`src/rtl/fbpa_pkg.sv`:
```
// shared constants for the fixed block pool allocator
// status, command and register index codes, field widths and reset values
// no dependencies
`default_nettype none

package fbpa_pkg;

   // pool geometry default
   localparam int POOL_SLOTS_DEF = 64;

   // header word ahead of each block payload
   localparam int HEADER_BYTES = 4;

   // field widths fixed by the interface
   localparam int OFFSET_W  = 22;
   localparam int BLOCK_W   = 16;
   localparam int STRIDE_W  = 17;
   localparam int LIMIT_W   = 7;
   localparam int STATUS_W  = 3;
   localparam int CSR_IDX_W = 1;
   localparam int CSR_DAT_W = 16;

   // command codes
   localparam logic CMD_ALLOC = 1'b0;
   localparam logic CMD_FREE  = 1'b1;

   // result status codes
   localparam logic [STATUS_W-1:0] ST_GRANTED      = 3'd0;
   localparam logic [STATUS_W-1:0] ST_FULL         = 3'd1;
   localparam logic [STATUS_W-1:0] ST_FREED        = 3'd2;
   localparam logic [STATUS_W-1:0] ST_OVF_RELEASED = 3'd3;
   localparam logic [STATUS_W-1:0] ST_IGNORED      = 3'd4;

   // register indexes
   localparam logic [CSR_IDX_W-1:0] CSR_POOL_SLOTS_IN_USE = 1'd0;
   localparam logic [CSR_IDX_W-1:0] CSR_BLOCK_BYTES       = 1'd1;

   // register reset values
   localparam logic [LIMIT_W-1:0] RST_POOL_SLOTS_IN_USE = 7'd64;
   localparam logic [BLOCK_W-1:0] RST_BLOCK_BYTES       = 16'd64;

endpackage

`default_nettype wire

```
`src/rtl/fixed_block_pool_allocator.sv`:
```
// fixed block pool allocator top level: control sequencer and config registers
// depends on fbpa_pkg, fbpa_used_mem and fbpa_offset
//
// usage
//  - command channel: an item is taken at a rising edge with start high and
//    busy low; req_command selects allocate or free, req_slot_handle names
//    the slot to free (POOL_SLOTS is the overflow handle)
//  - result channel: one result per item, shown for exactly one cycle with
//    rsp_strobe high; the receiver cannot stall, so results never back up
//  - config channel: csr_ready is always high, a write lands at an edge with
//    csr_valid high; write only while busy is low and no result is pending
//  - result timing: overflow release and frees of handles past the pool show the
//    result the cycle after the item; a free of an unused slot passes S_FREE_CHK,
//    a free of a used slot S_FREE_CHK, S_MUL and S_EMIT; an allocate reads slots
//    from the hint upward, one read per cycle up to the limit (k reads, at most
//    POOL_SLOTS), then reports full, or when granted goes through S_MUL and S_EMIT
//  - busy falls in the cycle the result register is loaded, so the next item
//    can be taken while the result is on the ports
//  - reset: synchronous, active high; afterwards a clearing pass writes every
//    used bit to zero, one slot per cycle, with busy high
`default_nettype none

module fixed_block_pool_allocator #(
   parameter int POOL_SLOTS = fbpa_pkg::POOL_SLOTS_DEF,
   parameter int SLOT_W     = $clog2(POOL_SLOTS + 1)
) (
   input  wire logic                                 clock,
   input  wire logic                                 reset,
   // command channel
   input  wire logic                                 start,
   output logic                                      busy,
   input  wire logic                                 req_command,
   input  wire logic [SLOT_W-1:0]                    req_slot_handle,
   // result channel
   output logic                                      rsp_strobe,
   output logic      [fbpa_pkg::STATUS_W-1:0]        rsp_status,
   output logic      [SLOT_W-1:0]                    rsp_slot_index,
   output logic      [fbpa_pkg::OFFSET_W-1:0]        rsp_byte_offset,
   // config channel
   input  wire logic                                 csr_valid,
   output logic                                      csr_ready,
   input  wire logic [fbpa_pkg::CSR_IDX_W-1:0]       csr_index,
   input  wire logic [fbpa_pkg::CSR_DAT_W-1:0]       csr_wdata
);

   // memory address width, at least one bit
   localparam int AW    = (POOL_SLOTS > 1) ? $clog2(POOL_SLOTS) : 1;
   // compare width for limit against pool size
   localparam int CMP_W = (SLOT_W > fbpa_pkg::LIMIT_W) ? SLOT_W : fbpa_pkg::LIMIT_W;

   localparam logic [SLOT_W-1:0] POOL_END  = SLOT_W'(POOL_SLOTS);
   localparam logic [SLOT_W-1:0] POOL_LAST = SLOT_W'(POOL_SLOTS - 1);

   typedef enum logic [2:0] {
      S_CLEAR,
      S_IDLE,
      S_SCAN,
      S_FREE_CHK,
      S_MUL,
      S_EMIT
   } state_type;

   // ---------------------------------------------------------------
   // configuration registers
   // ---------------------------------------------------------------
   logic [fbpa_pkg::LIMIT_W-1:0] cfg_slots_ff;
   logic [fbpa_pkg::BLOCK_W-1:0] cfg_block_ff;

   assign csr_ready = 1'b1;

   always_ff @(posedge clock) begin
      if (reset) begin
         cfg_slots_ff <= fbpa_pkg::RST_POOL_SLOTS_IN_USE;
         cfg_block_ff <= fbpa_pkg::RST_BLOCK_BYTES;
      end else if (csr_valid) begin
         case (csr_index)
            fbpa_pkg::CSR_POOL_SLOTS_IN_USE: begin
               cfg_slots_ff <= csr_wdata[fbpa_pkg::LIMIT_W-1:0];
            end
            fbpa_pkg::CSR_BLOCK_BYTES: begin
               cfg_block_ff <= csr_wdata[fbpa_pkg::BLOCK_W-1:0];
            end
            default: begin
            end
         endcase
      end
   end

   // active limit, clamped to the pool size
   logic [CMP_W-1:0]  lim_cmp;
   logic [CMP_W-1:0]  pool_cmp;
   logic [SLOT_W-1:0] limit;

   assign lim_cmp  = CMP_W'(cfg_slots_ff);
   assign pool_cmp = CMP_W'(POOL_SLOTS);
   assign limit    = (lim_cmp > pool_cmp) ? SLOT_W'(pool_cmp) : SLOT_W'(lim_cmp);

   // ---------------------------------------------------------------
   // used-bit memory and offset unit
   // ---------------------------------------------------------------
   logic          mem_wr_en;
   logic [AW-1:0] mem_wr_addr;
   logic          mem_wr_data;
   logic          mem_rd_en;
   logic [AW-1:0] mem_rd_addr;
   logic          mem_rd_data;

   fbpa_used_mem #(
      .DEPTH (POOL_SLOTS),
      .AW    (AW)
   ) u_used_mem (
      .clock   (clock),
      .wr_en   (mem_wr_en),
      .wr_addr (mem_wr_addr),
      .wr_data (mem_wr_data),
      .rd_en   (mem_rd_en),
      .rd_addr (mem_rd_addr),
      .rd_data (mem_rd_data)
   );

   logic [SLOT_W-1:0]             res_slot_ff;
   logic [SLOT_W-1:0]             res_slot_in;
   logic [fbpa_pkg::OFFSET_W-1:0] off_value;

   fbpa_offset #(
      .SLOT_W (SLOT_W)
   ) u_offset (
      .clock       (clock),
      .slot        (res_slot_ff),
      .block_bytes (cfg_block_ff),
      .byte_offset (off_value)
   );

   // ---------------------------------------------------------------
   // sequencer
   // ---------------------------------------------------------------
   state_type                     state_ff,  state_in;
   logic [SLOT_W-1:0]             rd_ptr_ff, rd_ptr_in;    // next slot to read, or clear ptr
   logic [SLOT_W-1:0]             chk_ptr_ff, chk_ptr_in;  // slot whose bit is on rd_data
   logic                          chk_vld_ff, chk_vld_in;
   logic [SLOT_W-1:0]             hint_ff,   hint_in;
   logic [fbpa_pkg::STATUS_W-1:0] res_st_ff, res_st_in;
   logic                          rsp_strobe_ff, rsp_strobe_in;
   logic [fbpa_pkg::STATUS_W-1:0] rsp_status_ff, rsp_status_in;
   logic [SLOT_W-1:0]             rsp_slot_ff,   rsp_slot_in;
   logic [fbpa_pkg::OFFSET_W-1:0] rsp_off_ff,    rsp_off_in;

   always_comb begin
      state_in      = state_ff;
      rd_ptr_in     = rd_ptr_ff;
      chk_ptr_in    = chk_ptr_ff;
      chk_vld_in    = chk_vld_ff;
      hint_in       = hint_ff;
      res_slot_in   = res_slot_ff;
      res_st_in     = res_st_ff;
      rsp_strobe_in = 1'b0;
      rsp_status_in = rsp_status_ff;
      rsp_slot_in   = rsp_slot_ff;
      rsp_off_in    = rsp_off_ff;
      mem_wr_en     = 1'b0;
      mem_wr_addr   = chk_ptr_ff[AW-1:0];
      mem_wr_data   = 1'b0;
      mem_rd_en     = 1'b0;
      mem_rd_addr   = rd_ptr_ff[AW-1:0];

      case (state_ff)
         S_CLEAR: begin
            mem_wr_en   = 1'b1;
            mem_wr_addr = rd_ptr_ff[AW-1:0];
            mem_wr_data = 1'b0;
            if (rd_ptr_ff == POOL_LAST) begin
               rd_ptr_in = '0;
               state_in  = S_IDLE;
            end else begin
               rd_ptr_in = SLOT_W'(rd_ptr_ff + 1'b1);
            end
         end

         S_IDLE: begin
            if (start) begin
               if (req_command == fbpa_pkg::CMD_ALLOC) begin
                  rd_ptr_in  = hint_ff;
                  chk_vld_in = 1'b0;
                  state_in   = S_SCAN;
               end else if (req_slot_handle == POOL_END) begin
                  // overflow block released outside the pool
                  rsp_strobe_in = 1'b1;
                  rsp_status_in = fbpa_pkg::ST_OVF_RELEASED;
                  rsp_slot_in   = POOL_END;
                  rsp_off_in    = '0;
               end else if (req_slot_handle > POOL_END) begin
                  rsp_strobe_in = 1'b1;
                  rsp_status_in = fbpa_pkg::ST_IGNORED;
                  rsp_slot_in   = req_slot_handle;
                  rsp_off_in    = '0;
               end else begin
                  mem_rd_en   = 1'b1;
                  mem_rd_addr = req_slot_handle[AW-1:0];
                  chk_ptr_in  = req_slot_handle;
                  state_in    = S_FREE_CHK;
               end
            end
         end

         S_SCAN: begin
            // reads stream one slot per cycle; each check uses the registered read data
            if (chk_vld_ff && !mem_rd_data) begin
               mem_wr_en   = 1'b1;
               mem_wr_addr = chk_ptr_ff[AW-1:0];
               mem_wr_data = 1'b1;
               hint_in     = SLOT_W'(chk_ptr_ff + 1'b1);
               res_slot_in = chk_ptr_ff;
               res_st_in   = fbpa_pkg::ST_GRANTED;
               state_in    = S_MUL;
            end else if (rd_ptr_ff < limit) begin
               mem_rd_en   = 1'b1;
               mem_rd_addr = rd_ptr_ff[AW-1:0];
               chk_ptr_in  = rd_ptr_ff;
               chk_vld_in  = 1'b1;
               rd_ptr_in   = SLOT_W'(rd_ptr_ff + 1'b1);
            end else begin
               // nothing free from the hint up to the limit, hint kept
               rsp_strobe_in = 1'b1;
               rsp_status_in = fbpa_pkg::ST_FULL;
               rsp_slot_in   = POOL_END;
               rsp_off_in    = '0;
               state_in      = S_IDLE;
            end
         end

         S_FREE_CHK: begin
            if (mem_rd_data) begin
               mem_wr_en   = 1'b1;
               mem_wr_addr = chk_ptr_ff[AW-1:0];
               mem_wr_data = 1'b0;
               if (hint_ff > chk_ptr_ff) begin
                  hint_in = chk_ptr_ff;
               end
               res_slot_in = chk_ptr_ff;
               res_st_in   = fbpa_pkg::ST_FREED;
               state_in    = S_MUL;
            end else begin
               rsp_strobe_in = 1'b1;
               rsp_status_in = fbpa_pkg::ST_IGNORED;
               rsp_slot_in   = chk_ptr_ff;
               rsp_off_in    = '0;
               state_in      = S_IDLE;
            end
         end

         S_MUL: begin
            // product registers inside the offset unit
            state_in = S_EMIT;
         end

         S_EMIT: begin
            rsp_strobe_in = 1'b1;
            rsp_status_in = res_st_ff;
            rsp_slot_in   = res_slot_ff;
            rsp_off_in    = off_value;
            state_in      = S_IDLE;
         end

         default: begin
            state_in = S_IDLE;
         end
      endcase
   end

   always_ff @(posedge clock) begin
      if (reset) begin
         state_ff      <= S_CLEAR;
         rd_ptr_ff     <= '0;
         chk_vld_ff    <= 1'b0;
         hint_ff       <= '0;
         rsp_strobe_ff <= 1'b0;
      end else begin
         state_ff      <= state_in;
         rd_ptr_ff     <= rd_ptr_in;
         chk_vld_ff    <= chk_vld_in;
         hint_ff       <= hint_in;
         rsp_strobe_ff <= rsp_strobe_in;
      end
      chk_ptr_ff    <= chk_ptr_in;
      res_slot_ff   <= res_slot_in;
      res_st_ff     <= res_st_in;
      rsp_status_ff <= rsp_status_in;
      rsp_slot_ff   <= rsp_slot_in;
      rsp_off_ff    <= rsp_off_in;
   end

   assign busy            = (state_ff != S_IDLE);
   assign rsp_strobe      = rsp_strobe_ff;
   assign rsp_status      = rsp_status_ff;
   assign rsp_slot_index  = rsp_slot_ff;
   assign rsp_byte_offset = rsp_off_ff;

endmodule

`default_nettype wire

```
`src/rtl/fbpa_used_mem.sv`:
```
// used-bit memory: one bit per pool slot, one write and one read port
// read data registered; depends on nothing
`default_nettype none

module fbpa_used_mem #(
   parameter int DEPTH = 64,
   parameter int AW    = 6
) (
   input  wire logic          clock,
   input  wire logic          wr_en,
   input  wire logic [AW-1:0] wr_addr,
   input  wire logic          wr_data,
   input  wire logic          rd_en,
   input  wire logic [AW-1:0] rd_addr,
   output logic               rd_data
);

   logic mem [DEPTH];
   logic rd_data_ff;

   always_ff @(posedge clock) begin
      if (wr_en) begin
         mem[wr_addr] <= wr_data;
      end
   end

   always_ff @(posedge clock) begin
      if (rd_en) begin
         rd_data_ff <= mem[rd_addr];
      end
   end

   assign rd_data = rd_data_ff;

endmodule

`default_nettype wire

```
`src/rtl/fbpa_offset.sv`:
```
// payload byte offset unit: slot times stride, registered, plus header word
// depends on fbpa_pkg for widths and header size
`default_nettype none

module fbpa_offset #(
   parameter int SLOT_W = 7
) (
   input  wire logic                           clock,
   input  wire logic [SLOT_W-1:0]              slot,
   input  wire logic [fbpa_pkg::BLOCK_W-1:0]   block_bytes,
   output logic      [fbpa_pkg::OFFSET_W-1:0]  byte_offset
);

   localparam int PROD_W = SLOT_W + fbpa_pkg::STRIDE_W;
   localparam int EXT_W  = PROD_W + fbpa_pkg::OFFSET_W;

   logic [fbpa_pkg::STRIDE_W-1:0] stride;
   logic [PROD_W-1:0]             prod_ff;
   logic [PROD_W-1:0]             prod_in;
   logic [EXT_W-1:0]              sum;

   assign stride  = fbpa_pkg::STRIDE_W'(block_bytes)
                  + fbpa_pkg::STRIDE_W'(fbpa_pkg::HEADER_BYTES);
   assign prod_in = PROD_W'(slot) * PROD_W'(stride);

   always_ff @(posedge clock) begin
      prod_ff <= prod_in;
   end

   // offset wraps modulo the field width
   assign sum         = EXT_W'(prod_ff) + EXT_W'(fbpa_pkg::HEADER_BYTES);
   assign byte_offset = sum[fbpa_pkg::OFFSET_W-1:0];

endmodule

`default_nettype wire
```
`config.mk`:
```
export PLATFORM = sky130hd
export DESIGN_NAME = fixed_block_pool_allocator
export DESIGN_NICKNAME = d
export VERILOG_FILES = /design/src/rtl/fbpa_pkg.sv /design/src/rtl/fixed_block_pool_allocator.sv /design/src/rtl/fbpa_used_mem.sv /design/src/rtl/fbpa_offset.sv
export SDC_FILE = /design/constraint.sdc
export NUM_CORES = 1
export LEC_CHECK = 0
export BUFFER_PORTS_ARGS = -buffer_cell sky130_fd_sc_hd__buf_2
export CAP_MARGIN = 15
export CORE_UTILIZATION = 60
export DETAILED_ROUTE_END_ITERATION = 8
export GPL_ROUTABILITY_DRIVEN = 0
export HOLD_SLACK_MARGIN = 0.1
export PLACE_DENSITY = 0.83
export SYNTH_ARGS = -nofsm -noshare
export SYNTH_HDL_FRONTEND = slang
export SYNTH_SLANG_ARGS = --single-unit
```
`constraint.sdc`:
```
create_clock -name clock -period 10.52 [get_ports clock]
set_input_delay 1.052 -clock clock [delete_from_list [all_inputs] [get_ports clock]]
set_output_delay 1.052 -clock clock [all_outputs]
set_load 0.01 [all_outputs]
```
; After elaboration in Yosys (flattened, before gate mapping)
; Memories as Yosys holds them, arrays and structs flattened. A register that Yosys moved wholly into a read port is not among the register bits.
; Index checks and enable logic that the tools add are counted.
[totals]
reg_bits = 113
input_bits = 29
mem_bits_rw = 64
mem_count = 1
word_cells = 154
[classes]
mux = 88
n_addsub = 4
eq_ne = 25
reduce_logical = 16
order_cmp = 4
bitwise_logic = 1
mul = 1
[mem_list]
columns = name, depth, word_bits, rd, rd_ports_with_merged_regs, write_ports, line_no
row1 = u_used_mem.mem, 64, 1, 1, 1, 1, fbpa_used_mem.sv:18  ; logic mem [DEPTH];
[ops]
columns = cell, n
row1 = 2-to-1 mux 7 bit, 24
row2 = 2-to-1 mux 22 bit, 7
row3 = case mux 22 bit (4 select lines), 1
row4 = 2-to-1 mux 3 bit, 16
row5 = case mux 7 bit (2 select lines), 3
row6 = 2-to-1 mux 6 bit, 6
row7 = case mux 7 bit (4 select lines), 1
row8 = inequality test 2 bit (second input constant), 12
row9 = adder 22 x 3 -> 22 bit (second input constant), 1
row10 = multiplier 7 x 17 -> 22 bit, 1
row11 = 2-to-1 mux 1 bit, 22
row12 = case mux 7 bit (3 select lines), 1
row13 = adder 16 x 3 -> 17 bit (second input constant), 1
row14 = case mux 3 bit (5 select lines), 1
row15 = AND reduction 5 bit, 3
row16 = adder 7 x 1 -> 7 bit (second input constant), 2
row17 = > comparator 7 bit (second input constant), 2
row18 = AND reduction 7 bit, 2
row19 = inequality test 3 bit (second input constant), 4
row20 = case mux 3 bit (4 select lines), 1
row21 = equality test 7 x 6 -> 1 bit (second input constant), 1
row22 = equality test 7 bit (second input constant), 1
row23 = > comparator 7 bit, 1
row24 = < comparator 7 bit, 1
row25 = 19 further kinds, 24

; Logic depth before layout (Yosys ltp)
[depth]
ltp_word = 6
mapped_depth = 21
ltp_nobuf = 21

; By module
; A second synthesis with hierarchy kept.
[unflattened]
cells_unflattened = 1188
area_unflattened_um2 = 12052.8
[by_module_without_submodules]
columns = mod, n_inst, cells_per_inst, seq_area_each_um2, area_per_inst_um2
row1 = fbpa_offset, 1, 521, 440.4, 4672.0
row2 = fixed_block_pool_allocator, 1, 462, 2252.2, 4434.3
row3 = fbpa_used_mem, 1, 205, 1951.9, 2946.6

; Worst setup path before layout
; OpenSTA, ideal clock, no wires.
[synth_path]
kind = flip-flop to flip-flop
start = reg state_ff[0]
end = reg rsp_strobe_ff, in the netlist rsp_strobe
setup_slack_ns = 2.711
synth_period_minus_slack_ns = 7.809
t_required_ns = 10.431
path_stages_with_launch = 9
n_path_buf = 2
setup_ns = 0.089
arrival_time_ns = 7.719
path_cell_list = dfxtp_1 clkbuf_1 nor2_1 nand2_1 nor2_1 a21o_1 clkbuf_1 a2111oi_0 and3_1
[synth_between]
elab_chain_cells = 2
[synth_lines]
columns = item, line_no
row1 = from (decl), fixed_block_pool_allocator.sv:137  ; state_type state_ff, state_in;
row2 = from (signal assigned), fixed_block_pool_allocator.sv:278  ; state_ff <= state_in;
row3 = "equality test 3 bit, or another cell as far along", fixed_block_pool_allocator.sv:166  ; case (state_ff)
row4 = case mux 1 bit (4 select lines) *, fixed_block_pool_allocator.sv:166
row5 = to (signal assigned), fixed_block_pool_allocator.sv:282  ; rsp_strobe_ff <= rsp_strobe_in;
row6 = to (decl), fixed_block_pool_allocator.sv:143  ; logic rsp_strobe_ff, rsp_strobe_in;
; Every way passes the cells marked *; elsewhere a longest branch is shown, timed or not.
; A chain may end at the register's enable or synchronous reset.

; Final worst setup path
[layout_path]
start = reg cfg_block_ff[2] (netlist name)
end = reg u_offset.prod_ff[20]
[layout_between]
elab_chain_cells = 2
[layout_lines]
columns = item, line_no
row1 = from (decl), fixed_block_pool_allocator.sv:67  ; logic [fbpa_pkg::BLOCK_W-1:0] cfg_block_ff;
row2 = from (signal assigned), fixed_block_pool_allocator.sv:74  ; cfg_block_ff <= fbpa_pkg::RST_BLOCK_BYTES;
row3 = from (signal assigned), fixed_block_pool_allocator.sv:81  ; cfg_block_ff <= csr_wdata[fbpa_pkg::BLOCK_W-1:0];
row4 = adder 16 x 3 -> 17 bit, fbpa_offset.sv:23  ; + fbpa_pkg::STRIDE_W'(fbpa_pkg::HEADER_BYTES);
row5 = multiplier 7 x 17 -> 22 bit, fbpa_offset.sv:24  ; assign prod_in = PROD_W'(slot) * PROD_W'(stride);
row6 = named net u_offset.prod_in[20], fbpa_offset.sv:19  ; logic [PROD_W-1:0] prod_in;
row7 = to (signal assigned), fbpa_offset.sv:27  ; prod_ff <= prod_in;
row8 = to (decl), fbpa_offset.sv:18  ; logic [PROD_W-1:0] prod_ff;
; The timed path passes the listed nets, and every way through them passes these cells.

==> tab_implementation.tex <==
\begin{tabular}{lr}
\hline
Metric & Value \\
\hline
\multicolumn{2}{l}{\textbf{GRT}} \\
Via count of the first global-routing pass & 8328 \\
Maximum number of pins on one net before global-route repair & 67 \\
Total congestion overflow after global routing & 0 \\
First-pass GRT wire length & 40800 µm \\
GRT Resource Usage Total & 26.7\% \\
Number of antenna violations at the first check in global routing & 2 \\
\multicolumn{2}{l}{\textbf{Synthesis}} \\
Total of warnings raised by yosys & 0 \\
Portion of synthesized cell area occupied by the leading cell type & 28.9\% \\
Mux share of post-synthesis cell area & 6.10\% \\
Register area share after synthesis & 39.9\% \\
Leading cell type by number of instances after synthesis & nor2\_1 \\
Simple-gate area share of the yosys netlist & 19.1\% \\
Synth Area in Compound Gates & 8.62\% \\
Leading post-synthesis cells by cell area & edfxtp\_1, fa\_1, dfxtp\_1 \\
Summed instance area of the synthesized netlist & 11600 µm² \\
Combinational family with the most area after synthesis & simple AND/OR/NAND/NOR gates \\
XOR/XNOR Fraction of Synth Area & 3.84\% \\
Unique masters post-synth & 64 \\
Flops \& latches, synth & 176 \\
Leading register cell type out of synthesis & edfxtp\_1 \\
Per-instance average area after synthesis & 10.3 µm² \\
Number of cells produced by synthesis & 1129 \\
Post-synthesis adder-cell area fraction & 18.4\% \\
Top cell type by total area after synthesis & edfxtp\_1 \\
Asr flop ratio synth & 0\% \\
Most frequent cells after synthesis & nor2\_1, nand2\_1, edfxtp\_1, nor2b\_1 \\
Number of synthesized flops with an enable pin & 112 \\
Post-Syn Nets & 1285 \\
\multicolumn{2}{l}{\textbf{Timing}} \\
Time the final worst path needs with I/O delays and setup & 6.68 ns \\
Setup tns final & 0 ns \\
Clock Skews & 0.0161 ns \\
Worst Tran Pin Value & 0.840 ns \\
Number of failing hold endpoints at the final stage & 0 \\
Unrepaired setup endpoints after global routing & no \\
Highest clock frequency the design can meet & 0.150 GHz \\
Setup-failing EPs final & 0 \\
Crit share post-route & 63.5\% \\
Post-route worst setup slack & 3.84 ns \\
Remaining max-slew budget at the tightest pin & 43.9\% \\
Final Max Slew Viols & 0 \\
\multicolumn{2}{l}{\textbf{Outcome}} \\
Run status & finished, final reports clean \\
\multicolumn{2}{l}{\textbf{Route}} \\
Final Routed Wirelength & 25800 µm \\
Vias & 8468 \\
WL/cell & 17.7 µm \\
Length of the first detailed-routing pass in iterations & 6 \\
Via/cell ratio & 5.83 \\
Post-Route M1 WL & 10300 µm \\
Met3 wire length & 1500 µm \\
DR DRC count & 0 \\
Iteration-0 DRC count of the detailed router & 591 \\
Routed length on met2 & 13200 µm \\
Highest metal layer with signal wires & met4 \\
Number of nets still failing antenna checks after routing & 0 \\
\multicolumn{2}{l}{\textbf{Worst setup path}} \\
Chain of cells forming the critical path & nand2\_1, nor3\_1, nand2\_1, xor2\_1, nor2b\_1, fa\_1, fa\_1, fa\_1, inv\_1, fa\_1, inv\_1, ha\_1, o21a\_1, a21oi\_1, o31ai\_1, a2111oi\_0, nor3\_1, or3\_1, a21oi\_1, xnor2\_1 \\
R2R Setup Slk & 3.84 ns \\
Max incr delay on CP & 0.69 ns \\
Worst setup path startpoint & cfg\_block\_ff[2] \\
Most frequent CP cell & fa\_1 \\
Startpoint of the worst-slack reg-to-reg timing path & cfg\_block\_ff[2] \\
CP Capture Type & flop \\
Launching element type of the critical path & flop \\
Highest-delay cell along the critical path & a2111oi\_0 \\
Critical Setup Path Class & reg -> reg \\
Worst endpoint required time & 10.90 ns \\
Reg2reg path depth & 20 \\
Data arrival time of the worst path & 7.06 ns \\
Crit path max fanout & 12 \\
\multicolumn{2}{l}{\textbf{Power}} \\
Share of power burned in registers & 45.8\% \\
Power Density & 133 nW/µm² \\
Worst ir drop on vdd & 0.000121 V \\
Total chip power & 1.71 mW \\
Sw Pwr & 493 µW \\
Clock Power Share & 39.8\% \\
Switch share & 28.9\% \\
Leakage Power & 5.20 nW \\
Combinational power share & 14.4\% \\
Internal power contribution & 1.21 mW \\
\multicolumn{2}{l}{\textbf{Floorplan}} \\
Boundary Pins & 64 \\
Placeable core area & 18800 µm² \\
Total Die Area & 19900 µm² \\
Die height & 141 µm \\
Effective utilization at floorplan & 61.8\% \\
Placement row count & 50 \\
Die outline width & 141 µm \\
\multicolumn{2}{l}{\textbf{Clock tree}} \\
Latest clock arrival within the worst-skew pair & 0.45 ns \\
Clk pin slew, worst setup/hold paths & 0.08 ns \\
Buffers inserted by post-CTS timing repair & 0 \\
Post-CTS Hold Fix Bufs & 0 \\
CTS sink count & 176 \\
Total clock buffers created by CTS & 17 \\
Clk Tree Root Cell & clkbuf\_16 \\
Clk buf depth & 2 \\
Post-cts resize count & 0 \\
Number of H-tree branching levels & 4 \\
CTS tree & built \\
\multicolumn{2}{l}{\textbf{Placement}} \\
Pre-CTS setup slack & 4.05 ns \\
Buffers on Ports & 62 \\
Total half-perimeter wirelength after legalization and detailed placement & 18400 µm \\
Area post-placement & 12200 µm² \\
\multicolumn{2}{l}{\textbf{Hold path}} \\
Startpoint of the tightest hold check path & cfg\_block\_ff[7] \\
Path type of the worst min-delay path & reg -> reg \\
Worst hold path cell count & 2 \\
\multicolumn{2}{l}{\textbf{Layout}} \\
Signed area change from the synthesized netlist to the final layout & 10.2\% \\
Footprint of the flip-flops and latches & 4640 µm² \\
Fraction of final layout cells sized beyond drive strength 1 & 11.2\% \\
Final nets & 1334 \\
Area of combinational cells with multiple inputs & 6540 µm² \\
Area of all placed cells without fillers & 12800 µm² \\
Util after Layout & 68.1\% \\
Fill count & 1344 \\
\multicolumn{2}{l}{\textbf{Run}} \\
Maxcap violations & 0 \\
\hline
\end{tabular}
-- registers in the layout, summed over array words and instances (netlist names) --
register / flops
cfg_block_ff: 16
cfg_slots_ff: 7
chk_ptr_ff: 7
chk_vld_ff: 1
hint_ff: 7
rd_ptr_ff: 7
res_slot_ff: 7
res_st_ff: 1
rsp_byte_offset: 22
rsp_slot_index: 7
rsp_status: 3
rsp_strobe: 1
state_ff: 3
u_offset.prod_ff: 22
u_used_mem.mem: 64
u_used_mem.rd_data: 1
-- final timing paths --
path | to
worst min-delay path | cfg_block_ff[7]
worst min register to register | cfg_block_ff[7]
worst max register to register | u_offset.prod_ff[20]
worst max-delay path | u_offset.prod_ff[20]
-- per-layer routing --
metal	global-route usage, %	vias up
met3	4.55	58
li1	-	3986
met4	11.0	0
met5	0	-
met2	47.5	290
met1	31.9	4134
-- worst max-delay path: cells and delay by family (launching register included) --
family | cells | cell delay (ns)
fa+ha+maj | 5 | 2.42
simple gates | 6 | 1.43
compound gates | 5 | 1.52
buf+inv | 2 | 0.10
xor+xnor | 2 | 0.57
flops | 1 | 0.56
-- power groups by stage --
stage	Clock [mW]	Sequential, mW	Combinational (mW)
6_report	0.678	0.782	0.246
4_1_cts	0.680	0.781	0.245
3_5_place_dp	0	0.797	0.240
5_1_grt	0.706	0.786	0.276
3_3_place_gp	0	0.795	0.229
2_1_floorplan	0	0.790	0.187
-- metrics by stage --
step | std cells | hold WS, ns
6_report | 1453 | 0.494
5_1_grt | 1453 | 0.519
4_1_cts | 1450 | 0.495
3_5_place_dp | 1418 | 0.472
3_3_place_gp | 1418 | 0.467
2_1_floorplan | 1129 | 0.451
-- cell families after synthesis --
| family | count (synthesis) |
|---|---|
| fa+ha+maj | 127 |
| xor+xnor | 51 |
| simple gates | 450 |
| mux | 54 |
| compound gates | 155 |
| flops | 176 |
| buf+inv | 115 |
| other cells | 1 |
-- placed cells by master, fill, tap and decap left out, types with 29 or more instances in the layout --
| master | instances |
|---|---|
| mux2i_1 | 29 |
| inv_1 | 73 |
| nor2b_1 | 82 |
| fa_1 | 73 |
| nor2_1 | 120 |
| dfxtp_1 | 64 |
| a21oi_1 | 43 |
| buf_2 | 63 |
| edfxtp_1 | 112 |
| ha_1 | 54 |
| nand2_1 | 118 |
| o21ai_0 | 30 |
| and2_1 | 30 |
-- final cells by class --
cell class                 count  area share (%)
antenna                        2          0.0390
clock buffer                  17            3.32
clock inverter                15            1.70
inverter                      75            2.27
multi-input combinational    838            51.0
sequential                   176            36.2
tap                          260            2.54
timing repair buffer          70            2.87
Power figures use the tool's default switching activity.
